==> config.mk <==
export PLATFORM = sky130hd
export DESIGN_NAME = nmea_sentence_checker_core_flat
export DESIGN_NICKNAME = d
export VERILOG_FILES = /design/src/nsc_pkg.sv /design/src/nsc_if.sv /design/src/nsc_parser.sv /design/src/nsc_out_buf.sv /design/src/nmea_sentence_checker_core.sv /design/src/flat_wrapper.sv
export SDC_FILE = /design/constraint.sdc
export NUM_CORES = 1
export LEC_CHECK = 0
export BUFFER_PORTS_ARGS = -buffer_cell sky130_fd_sc_hd__clkbuf_2
export CORE_MARGIN = 10
export CORE_UTILIZATION = 50
export DETAILED_ROUTE_END_ITERATION = 12
export GPL_TIMING_DRIVEN = 0
export PLACE_DENSITY = 0.69
export SLEW_MARGIN = 20
export SYNTH_ARGS = -nofsm -noshare
export SYNTH_HDL_FRONTEND = slang
export SYNTH_SLANG_ARGS = --single-unit
==> constraint.sdc <==
create_clock -name clk_i -period 4.2 [get_ports clk_i]
set_input_delay 0.21 -clock clk_i [delete_from_list [all_inputs] [get_ports clk_i]]
set_output_delay 0.21 -clock clk_i [all_outputs]
set_load 0.01 [all_outputs]
==> src/nsc_pkg.sv <==
`timescale 1ns / 1ps
// ----------------------------------------------------------------------------
// nsc_pkg
// Shared types, constants and helpers of the NMEA sentence checker.
// ----------------------------------------------------------------------------
package nsc_pkg;

  localparam int unsigned NscBufferBytes = 80;
  localparam int unsigned NscLenW        = 7;
  localparam int unsigned NscTypeW       = 4;
  localparam int unsigned NscHdrBytes    = 5;
  localparam int unsigned NscHdrIdxW     = 3;
  localparam int unsigned NscKinds       = 13;

  localparam logic [7:0] ChDollar = 8'h24;
  localparam logic [7:0] ChCr     = 8'h0D;
  localparam logic [7:0] ChLf     = 8'h0A;
  localparam logic [7:0] ChStar   = 8'h2A;
  localparam logic [7:0] ChG      = 8'h47;
  localparam logic [7:0] ChP      = 8'h50;

  typedef enum logic [1:0] {
    ST_VALID     = 2'd0,
    ST_MISMATCH  = 2'd1,
    ST_BAD_HEX   = 2'd2,
    ST_TOO_SHORT = 2'd3
  } status_e;

  typedef enum logic [1:0] {
    PH_BODY = 2'd0,
    PH_DIG1 = 2'd1,
    PH_DIG2 = 2'd2,
    PH_IDLE = 2'd3
  } phase_e;

  typedef struct packed {
    logic [7:0] rx_byte;
  } in_beat_t;

  typedef struct packed {
    logic [1:0]          status;
    logic [NscTypeW-1:0] sentence_type;
    logic [NscLenW-1:0]  body_length;
  } out_beat_t;

  // result handed from the parser to the output buffer
  typedef struct packed {
    logic      valid;
    out_beat_t beat;
  } res_t;

  // three-letter sentence kinds after "GP"; entry k gives type k+1
  localparam logic [23:0] KINDS [NscKinds] = '{
    24'h474741, 24'h565447, 24'h524D43, 24'h474C4C,
    24'h475341, 24'h475356, 24'h484454, 24'h5A4441,
    24'h523030, 24'h524D41, 24'h424F44, 24'h425743,
    24'h524D42
  };

  // bit 4 set marks a byte that is not a hex digit
  function automatic logic [4:0] hex_value(input logic [7:0] c);
    logic [4:0] v;
    v = 5'h10;
    if (c >= 8'h30 && c <= 8'h39) v = {1'b0, 4'(c - 8'h30)};
    else if (c >= 8'h61 && c <= 8'h66) v = {1'b0, 4'(c - 8'h57)};
    else if (c >= 8'h41 && c <= 8'h46) v = {1'b0, 4'(c - 8'h37)};
    return v;
  endfunction

  function automatic logic [NscTypeW-1:0] classify(
    input logic [7:0] h0, input logic [7:0] h1, input logic [7:0] h2,
    input logic [7:0] h3, input logic [7:0] h4);
    logic [NscTypeW-1:0] t;
    t = '0;
    if (h0 == ChG && h1 == ChP) begin
      for (int k = NscKinds - 1; k >= 0; k--) begin
        if ({h2, h3, h4} == KINDS[k]) t = NscTypeW'(k + 1);
      end
    end
    return t;
  endfunction

endpackage

==> src/nsc_if.sv <==
`timescale 1ns / 1ps
// ----------------------------------------------------------------------------
// nsc_in_if / nsc_out_if
// Valid/ready channels of the checker: received bytes in, results out.
// ----------------------------------------------------------------------------
interface nsc_in_if
  import nsc_pkg::*;
();
  logic     valid;
  logic     ready;
  in_beat_t payload;

  modport source (output valid, output payload, input ready);
  modport sink   (input valid, input payload, output ready);
endinterface

interface nsc_out_if
  import nsc_pkg::*;
();
  logic      valid;
  logic      ready;
  out_beat_t payload;

  modport source (output valid, output payload, input ready);
  modport sink   (input valid, input payload, output ready);
endinterface

==> src/nsc_parser.sv <==
`timescale 1ns / 1ps
// ----------------------------------------------------------------------------
// nsc_parser
// Sentence state, running XOR, body count and header; one byte per beat.
// ----------------------------------------------------------------------------
module nsc_parser
  import nsc_pkg::*;
#(
  parameter int unsigned BUFFER_BYTES = NscBufferBytes
) (
  input  logic       clk_i,
  input  logic       rst_ni,
  input  logic       fire_i,
  input  logic [7:0] rx_byte_i,
  output res_t       res_o
);

  localparam int unsigned CntW = $clog2(BUFFER_BYTES + 1);
  localparam logic [CntW-1:0] CntMax = CntW'(BUFFER_BYTES);
  localparam logic [CntW-1:0] HdrLen = CntW'(NscHdrBytes);

  phase_e          phase_q, phase_d;
  logic [7:0]      xor_q, xor_d;
  logic [3:0]      chk_hi_q, chk_hi_d;
  logic [CntW-1:0] cnt_q, cnt_d;
  logic [7:0]      hdr_q [NscHdrBytes];
  logic            hdr_we;

  logic       restart;
  logic [4:0] hv;
  logic       bad_hex;
  logic [7:0] chk_full;

  assign restart  = (rx_byte_i == ChDollar) || (rx_byte_i == ChCr) || (rx_byte_i == ChLf);
  assign hv       = hex_value(rx_byte_i);
  assign bad_hex  = hv[4];
  assign chk_full = {chk_hi_q, hv[3:0]};

  // next state
  always_comb begin
    phase_d = phase_q;
    if (fire_i) begin
      if (restart) begin
        phase_d = PH_BODY;
      end else begin
        case (phase_q)
          PH_BODY: if (rx_byte_i == ChStar) phase_d = PH_DIG1;
          PH_DIG1: phase_d = bad_hex ? PH_BODY : PH_DIG2;
          PH_DIG2: phase_d = PH_BODY;
          PH_IDLE: phase_d = PH_IDLE;
          default: phase_d = PH_BODY;
        endcase
      end
    end
  end

  // datapath and result
  always_comb begin
    xor_d      = xor_q;
    chk_hi_d   = chk_hi_q;
    cnt_d      = cnt_q;
    hdr_we     = 1'b0;
    res_o      = '0;
    res_o.beat.body_length = NscLenW'(cnt_q);
    if (fire_i) begin
      if (restart) begin
        xor_d = '0;
        cnt_d = '0;
      end else begin
        case (phase_q)
          PH_BODY: begin
            if (rx_byte_i != ChStar) begin
              xor_d = xor_q ^ rx_byte_i;
              if (cnt_q < CntMax) begin
                hdr_we = (cnt_q < HdrLen);
                cnt_d  = cnt_q + 1'b1;
              end
            end
          end
          PH_DIG1, PH_DIG2: begin
            if (bad_hex) begin
              res_o.valid       = 1'b1;
              res_o.beat.status = ST_BAD_HEX;
              cnt_d             = '0;
            end else if (phase_q == PH_DIG1) begin
              chk_hi_d = hv[3:0];
            end else begin
              res_o.valid = 1'b1;
              cnt_d       = '0;
              if (chk_full != xor_q) begin
                res_o.beat.status = ST_MISMATCH;
              end else if (cnt_q < HdrLen) begin
                res_o.beat.status = ST_TOO_SHORT;
              end else begin
                res_o.beat.status        = ST_VALID;
                res_o.beat.sentence_type = classify(hdr_q[0], hdr_q[1], hdr_q[2],
                                                    hdr_q[3], hdr_q[4]);
              end
            end
          end
          default: ;
        endcase
      end
    end
  end

  always_ff @(posedge clk_i or negedge rst_ni) begin
    if (!rst_ni) begin
      phase_q  <= PH_BODY;
      xor_q    <= '0;
      chk_hi_q <= '0;
      cnt_q    <= '0;
    end else begin
      phase_q  <= phase_d;
      xor_q    <= xor_d;
      chk_hi_q <= chk_hi_d;
      cnt_q    <= cnt_d;
    end
  end

  always_ff @(posedge clk_i) begin
    if (hdr_we) begin
      hdr_q[cnt_q[NscHdrIdxW-1:0]] <= rx_byte_i;
    end
  end

endmodule

==> src/nsc_out_buf.sv <==
`timescale 1ns / 1ps
// ----------------------------------------------------------------------------
// nsc_out_buf
// Two-entry result buffer; keeps input moving under output stalls until full.
// ----------------------------------------------------------------------------
module nsc_out_buf
  import nsc_pkg::*;
(
  input  logic      clk_i,
  input  logic      rst_ni,
  input  res_t      res_i,
  output logic      space_o,
  output logic      valid_o,
  input  logic      ready_i,
  output out_beat_t beat_o
);

  out_beat_t  mem_q [2];
  logic       wr_ptr_q, rd_ptr_q;
  logic [1:0] cnt_q;
  logic       push, pop;

  assign push    = res_i.valid;
  assign pop     = valid_o && ready_i;
  assign valid_o = (cnt_q != 2'd0);
  assign space_o = (cnt_q != 2'd2);
  assign beat_o  = mem_q[rd_ptr_q];

  always_ff @(posedge clk_i or negedge rst_ni) begin
    if (!rst_ni) begin
      wr_ptr_q <= 1'b0;
      rd_ptr_q <= 1'b0;
      cnt_q    <= '0;
    end else begin
      if (push) wr_ptr_q <= ~wr_ptr_q;
      if (pop)  rd_ptr_q <= ~rd_ptr_q;
      cnt_q <= cnt_q + {1'b0, push} - {1'b0, pop};
    end
  end

  always_ff @(posedge clk_i) begin
    if (push) begin
      mem_q[wr_ptr_q] <= res_i.beat;
    end
  end

endmodule

==> src/nmea_sentence_checker_core.sv <==
`timescale 1ns / 1ps
// ----------------------------------------------------------------------------
// nmea_sentence_checker_core
// NMEA 0183 sentence checker: running XOR, hex checksum and header decode.
// ----------------------------------------------------------------------------
//  channel  dir  payload                                 beat
//  in_i     in   rx_byte[7:0]                            one serial character
//  out_o    out  status[1:0] sentence_type[3:0]          one sentence result
//                body_length[6:0]
//
//  One byte per cycle while the output buffer has space: the parser updates its
//  state on the accepting edge and a result, if any, lands in a two-entry
//  output buffer on that same edge.
//  Async active-low reset clears the phase, XOR, checksum nibble and count.
//  in_i.ready drops only when both buffer entries hold untaken results.
// ----------------------------------------------------------------------------
module nmea_sentence_checker_core
  import nsc_pkg::*;
#(
  parameter int unsigned BUFFER_BYTES = NscBufferBytes
) (
  input  logic      clk_i,
  input  logic      rst_ni,
  nsc_in_if.sink    in_i,
  nsc_out_if.source out_o
);

  logic fire;
  res_t res;
  logic space;

  assign in_i.ready = space;
  assign fire       = in_i.valid && space;

  nsc_parser #(
    .BUFFER_BYTES(BUFFER_BYTES)
  ) u_parser (
    .clk_i    (clk_i),
    .rst_ni   (rst_ni),
    .fire_i   (fire),
    .rx_byte_i(in_i.payload.rx_byte),
    .res_o    (res)
  );

  nsc_out_buf u_out_buf (
    .clk_i  (clk_i),
    .rst_ni (rst_ni),
    .res_i  (res),
    .space_o(space),
    .valid_o(out_o.valid),
    .ready_i(out_o.ready),
    .beat_o (out_o.payload)
  );

  // a result is produced only by an accepted byte
  assert property (@(posedge clk_i) disable iff (!rst_ni) res.valid |-> fire)
    else $error("result without accepted byte");

  // only a clean checksum carries a sentence type
  assert property (@(posedge clk_i) disable iff (!rst_ni)
    (out_o.valid && out_o.payload.status != ST_VALID) |-> (out_o.payload.sentence_type == '0))
    else $error("type set on failed sentence");

  // reported length never exceeds the buffer size
  assert property (@(posedge clk_i) disable iff (!rst_ni)
    out_o.valid |-> (out_o.payload.body_length <= NscLenW'(BUFFER_BYTES)))
    else $error("body length above buffer size");

  // a stalled result keeps its place until taken
  assert property (@(posedge clk_i) disable iff (!rst_ni)
    (out_o.valid && !out_o.ready) |=> (out_o.valid && $stable(out_o.payload)))
    else $error("pending result lost");

endmodule

==> src/flat_wrapper.sv <==
// flat-port wrapper written by rule: the top's interface ports become plain ports
module nmea_sentence_checker_core_flat import nsc_pkg::*;
#(
  parameter int unsigned BUFFER_BYTES = NscBufferBytes
)
  (clk_i, rst_ni, in_i_valid, in_i_payload, in_i_ready, out_o_valid, out_o_payload, out_o_ready);
  nsc_in_if in_i_i ();
  nsc_out_if out_o_i ();
  input  logic clk_i;
  input  logic rst_ni;
  input wire logic [$bits(in_i_i.valid)-1:0] in_i_valid;
  input wire logic [$bits(in_i_i.payload)-1:0] in_i_payload;
  output wire logic [$bits(in_i_i.ready)-1:0] in_i_ready;
  output wire logic [$bits(out_o_i.valid)-1:0] out_o_valid;
  output wire logic [$bits(out_o_i.payload)-1:0] out_o_payload;
  input wire logic [$bits(out_o_i.ready)-1:0] out_o_ready;
  assign in_i_i.valid = in_i_valid;
  assign in_i_i.payload = in_i_payload;
  assign in_i_ready = in_i_i.ready;
  assign out_o_valid = out_o_i.valid;
  assign out_o_payload = out_o_i.payload;
  assign out_o_i.ready = out_o_ready;
  nmea_sentence_checker_core #(.BUFFER_BYTES(BUFFER_BYTES)) u_core (.clk_i(clk_i), .rst_ni(rst_ni), .in_i(in_i_i), .out_o(out_o_i));
endmodule
==> impl_metrics.xml <==
<?xml version="1.0" encoding="UTF-8"?>
<metrics>
  <group name="logic_synthesis">
    <metric name="synth_top_area_share" unit="%">44.7</metric>
    <metric name="syn-mean-instance-area" unit="µm²">12.6</metric>
    <metric name="postSynthRegisterBits" unit="">91</metric>
    <metric name="netlist.top_cell.by_area" unit="">sky130_fd_sc_hd__edfxtp_1</metric>
    <metric name="number_of_library_cell_types_mapped_by_synthesis" unit="">56</metric>
    <metric name="syn-num-nets" unit="">377</metric>
    <metric name="synth_top_flop_cell" unit="">sky130_fd_sc_hd__edfxtp_1</metric>
    <metric name="postSynthCellCount" unit="">352</metric>
    <metric name="top_area_cells_in_the_synthesized_netlist" unit="">sky130_fd_sc_hd__edfxtp_1, sky130_fd_sc_hd__dfrtp_1, sky130_fd_sc_hd__ha_1</metric>
    <metric name="synth_edf_count" unit="">66</metric>
    <metric name="yosys_warnings" unit="">0</metric>
    <metric name="synth_most_common_cell" unit="">sky130_fd_sc_hd__edfxtp_1</metric>
    <metric name="ys_top_cells_by_count" unit="">sky130_fd_sc_hd__edfxtp_1, sky130_fd_sc_hd__nand2_1, sky130_fd_sc_hd__dfrtp_1</metric>
    <metric name="synth_sequential_area_ratio" unit="%">58.8</metric>
    <metric name="async_set_or_reset_register_ratio_after_synthesis" unit="%">27.5</metric>
    <metric name="netlist_area" unit="mm²">0.00443</metric>
  </group>
  <group name="die">
    <metric name="ios" unit="">27</metric>
    <metric name="die_height" unit="µm">114</metric>
    <metric name="placement_rows" unit="">34</metric>
    <metric name="chipWidth" unit="µm">114</metric>
    <metric name="area_of_the_core" unit="mm²">0.00868</metric>
    <metric name="initial_util" unit="%">51.1</metric>
    <metric name="die_area" unit="mm²">0.0130</metric>
  </group>
  <group name="setup_path">
    <metric name="crit_arrival" unit="ns">2.71</metric>
    <metric name="timing_worst_setup_path_type" unit="">in -&gt; reg</metric>
    <metric name="timing.critical_path.mode_cell" unit="">sky130_fd_sc_hd__nand2_1</metric>
    <metric name="worst_setup_path_startpoint" unit="">in_i_payload[1]</metric>
    <metric name="rr_startpoint" unit="">u_core.u_parser.cnt_q[3]$_DFFE_PN0P_</metric>
    <metric name="cpPeakStageDelay" unit="ns">0.67</metric>
    <metric name="worstPathCellList" unit="">clkbuf_2 &gt; inv_1 &gt; ha_1 &gt; mux2i_1 &gt; o21ai_1 &gt; nand2_1 &gt; nand2_1 &gt; or4_1 &gt; nor3b_2</metric>
    <metric name="ff2ff_setup_slack" unit="ns">1.54</metric>
    <metric name="critPathRequiredTime" unit="ns">4.20</metric>
    <metric name="cp-end-kind" unit="">register</metric>
    <metric name="critical_path.startpoint_type" unit="">input pin</metric>
    <metric name="critPathMaxFanout" unit="">11</metric>
    <metric name="critical_path.slowest_cell" unit="">sky130_fd_sc_hd__or4_1</metric>
  </group>
  <group name="clock_tree">
    <metric name="ctsHoldBuffers" unit="">1</metric>
    <metric name="path_clk_slew" unit="ns">0.09</metric>
    <metric name="htreeDepth" unit="">3</metric>
    <metric name="number_of_sinks_driven_by_the_clock_tree" unit="">91</metric>
    <metric name="largest_buffer_count_on_any_clock_path" unit="">2</metric>
    <metric name="cts_post_setup_buffers_inserted" unit="">0</metric>
    <metric name="clockRootBuffer" unit="">sky130_fd_sc_hd__clkbuf_8</metric>
    <metric name="tritoncts" unit="">done</metric>
    <metric name="cts.repair.resized" unit="">0</metric>
    <metric name="clk-insertion-delay-late" unit="ns">0.37</metric>
    <metric name="cts_buffers" unit="">9</metric>
  </group>
  <group name="place">
    <metric name="dp_slack" unit="ns">0.738</metric>
    <metric name="dp_hpwl" unit="mm">6.34</metric>
    <metric name="portbufs" unit="">26</metric>
    <metric name="placed_cells" unit="">487</metric>
    <metric name="finalWeightedCongestion" unit="">0.856</metric>
  </group>
  <group name="flow_run">
    <metric name="max_cap_violations" unit="">0</metric>
  </group>
  <group name="power">
    <metric name="power.total" unit="W">0.00264</metric>
    <metric name="ir_worst_vdd" unit="mV">0.322</metric>
    <metric name="total_leakage_power" unit="nW">1.82</metric>
    <metric name="powerDensity" unit="mW/mm²">536</metric>
  </group>
  <group name="timing">
    <metric name="final_hold_viol_count" unit="">0</metric>
    <metric name="shortest_clock_period_the_worst_path_allows_after_layout" unit="ns">2.71</metric>
    <metric name="slew_headroom" unit="%">45.2</metric>
    <metric name="totalNegativeSetupSlack" unit="ns">0</metric>
    <metric name="post-route-worst-setup-slack" unit="ns">1.49</metric>
    <metric name="grt_setup_unrepaired" unit="">false</metric>
    <metric name="timing.final.crit_share" unit="%">64.5</metric>
    <metric name="final_max_slew_viol_count" unit="">0</metric>
    <metric name="clock_skew" unit="ns">0.0185</metric>
    <metric name="worst_pin_slew" unit="ns">0.815</metric>
    <metric name="setup_viol" unit="">0</metric>
    <metric name="max_freq" unit="MHz">369</metric>
  </group>
  <group name="status">
    <metric name="outcome" unit="">complete, no violations</metric>
  </group>
  <group name="routing">
    <metric name="route.final.wire_length" unit="mm">8.64</metric>
    <metric name="wl_met3" unit="µm">282</metric>
    <metric name="highest_layer" unit="">met4</metric>
    <metric name="wl_per_cell" unit="µm">17.1</metric>
    <metric name="drt_iter0_drc" unit="">161</metric>
    <metric name="drt-pass1-iter-count" unit="">4</metric>
    <metric name="route.vias.total" unit="">2866</metric>
    <metric name="vias_per_cell" unit="">5.69</metric>
    <metric name="antenna_left" unit="">0</metric>
    <metric name="remaining_drc_errors" unit="">0</metric>
    <metric name="route.layer.met1.wl" unit="mm">3.82</metric>
    <metric name="met2WireLength" unit="mm">4.38</metric>
  </group>
  <group name="global_routing">
    <metric name="maximum_number_of_pins_on_one_net_before_global_route_repair" unit="">26</metric>
    <metric name="first_global_vias" unit="">2848</metric>
    <metric name="antenna_violations_before_repair" unit="">0</metric>
    <metric name="gr-usage-all-layers" unit="%">13.7</metric>
    <metric name="wire_length_of_the_first_global_routing_pass" unit="mm">14.1</metric>
    <metric name="globalRouteOverflowTotal" unit="">0</metric>
  </group>
  <group name="finish">
    <metric name="antennaDiodeCount" unit="">0</metric>
    <metric name="layout.nets" unit="">416</metric>
    <metric name="fillerInstances" unit="">739</metric>
    <metric name="area_growth" unit="%">11.2</metric>
    <metric name="fin_util" unit="%">56.8</metric>
    <metric name="post_route_cells_drive_above_1_share" unit="%">18.7</metric>
    <metric name="final_cell_count_without_fillers" unit="">504</metric>
  </group>
  <group name="worst_hold_path">
    <metric name="hp-class" unit="">in -&gt; reg</metric>
    <metric name="hold_path.startpoint" unit="">in_i_payload[2]</metric>
  </group>
</metrics>
-- placed cells by master, fill, tap and decap left out, types with 4 or more instances in the layout --
master,synthesis,final
sky130_fd_sc_hd__nor3_2,1,4
sky130_fd_sc_hd__ha_1,13,13
sky130_fd_sc_hd__nand4_1,6,6
sky130_fd_sc_hd__edfxtp_1,66,66
sky130_fd_sc_hd__and3_1,7,7
sky130_fd_sc_hd__nor4b_1,6,6
sky130_fd_sc_hd__nand4b_1,4,4
sky130_fd_sc_hd__nor4_1,8,7
sky130_fd_sc_hd__nand2_1,26,26
sky130_fd_sc_hd__nand2b_1,7,7
sky130_fd_sc_hd__inv_1,12,12
sky130_fd_sc_hd__xor2_1,18,18
sky130_fd_sc_hd__nor3_1,14,11
sky130_fd_sc_hd__clkbuf_2,0,26
sky130_fd_sc_hd__nor2b_1,5,5
sky130_fd_sc_hd__o21a_1,4,4
sky130_fd_sc_hd__o21ai_0,11,11
sky130_fd_sc_hd__nor2_1,24,24
sky130_fd_sc_hd__a21oi_1,6,6
sky130_fd_sc_hd__clkbuf_1,4,4
sky130_fd_sc_hd__and2_1,6,6
sky130_fd_sc_hd__nand3_1,7,7
sky130_fd_sc_hd__mux2_2,13,13
sky130_fd_sc_hd__nor4bb_1,7,7
sky130_fd_sc_hd__clkbuf_8,0,9
sky130_fd_sc_hd__dfrtp_1,25,25
-- kinds of logic (layout without fill, tap and decap cells) --
logic type | after synthesis | after routing | share of synthesized area (%)
AND/OR/NAND/NOR | 150 | 150 | 20.8
flip-flops | 91 | 91 | 58.8
AO/OA/AOI/OAI | 46 | 46 | 7.37
XOR/XNOR | 20 | 20 | 3.95
multiplexers | 16 | 16 | 3.98
buffers and inverters | 16 | 60 | 1.35
adder cells (fa/ha/maj) | 13 | 13 | 3.67
-- registers in the layout (all words and copies together), names as in the netlist --
register / cells
u_core.u_out_buf.rd_ptr_q: 1
u_core.u_parser.chk_hi_q: 4
u_core.u_parser.cnt_q: 7
u_core.u_out_buf.wr_ptr_q: 1
u_core.u_parser.phase_q: 2
u_core.u_parser.hdr_q: 40
u_core.u_parser.xor_q: 8
u_core.u_out_buf.cnt_q: 2
u_core.u_out_buf.mem_q: 26
-- cell type report --
class | count | area (µm²) | share of cell area (%)
sequential | 91 | 2610 | 52.9
inverter | 12 | 45.0 | 0.914
multi-input combinational | 245 | 1790 | 36.3
clock inverter | 7 | 65.1 | 1.32
buffer | 4 | 15.0 | 0.305
timing repair buffer | 28 | 148 | 2.99
tap | 108 | 135 | 2.74
clock buffer | 9 | 124 | 2.51
-- path summary, 6_finish.rpt --
path	cells past startpoint	to
hold / removal	1	u_core.u_parser.hdr_q[4][2]$_DFFE_PP_
setup / recovery	9	u_core.u_parser.hdr_q[1][7]$_DFFE_PP_
min in group asynchronous	2	u_core.u_out_buf.rd_ptr_q$_DFFE_PN0P_
setup reg to reg	4	u_core.u_parser.hdr_q[1][7]$_DFFE_PP_
max in group asynchronous	2	u_core.u_parser.xor_q[0]$_DFFE_PN0P_
hold reg to reg	1	u_core.u_out_buf.cnt_q[1]$_DFF_PN0_
-- power by group --
part | internal, W | total [W] | leakage [nW] | switching [W]
Combinational | 0.000320 | 0.000789 | 0.804 | 0.000469
Clock | 0.000229 | 0.000567 | 0.0943 | 0.000338
Sequential | 0.00117 | 0.00129 | 0.918 | 0.000117
-- routing by layer --
| metal | up-vias | track usage [%] |
|---|---|---|
| li1 | 1419 | - |
| met1 | 1387 | 17.2 |
| met2 | 48 | 22.4 |
| met3 | 12 | 3.25 |
| met4 | 0 | 5.10 |
| met5 | - | 0 |
-- per-stage QoR --
step	hold WS, ns	cell area (µm²)
after global placement	0.250	4700
after detailed placement	0.256	4720
after CTS	0.146	4910
final	0.144	4930
after floorplan	-0.0856	4430
after global routing	0.156	4930
-- critical path: cells and delay by family --
family                     cells  cell delay, ns
AOI/OAI and AO/OA              1            0.10
adders and majority gates      1            0.27
buffers and inverters          2            0.38
muxes                          1            0.15
and+or+nand+nor                4            1.61
(Power assumes the default switching activity.)
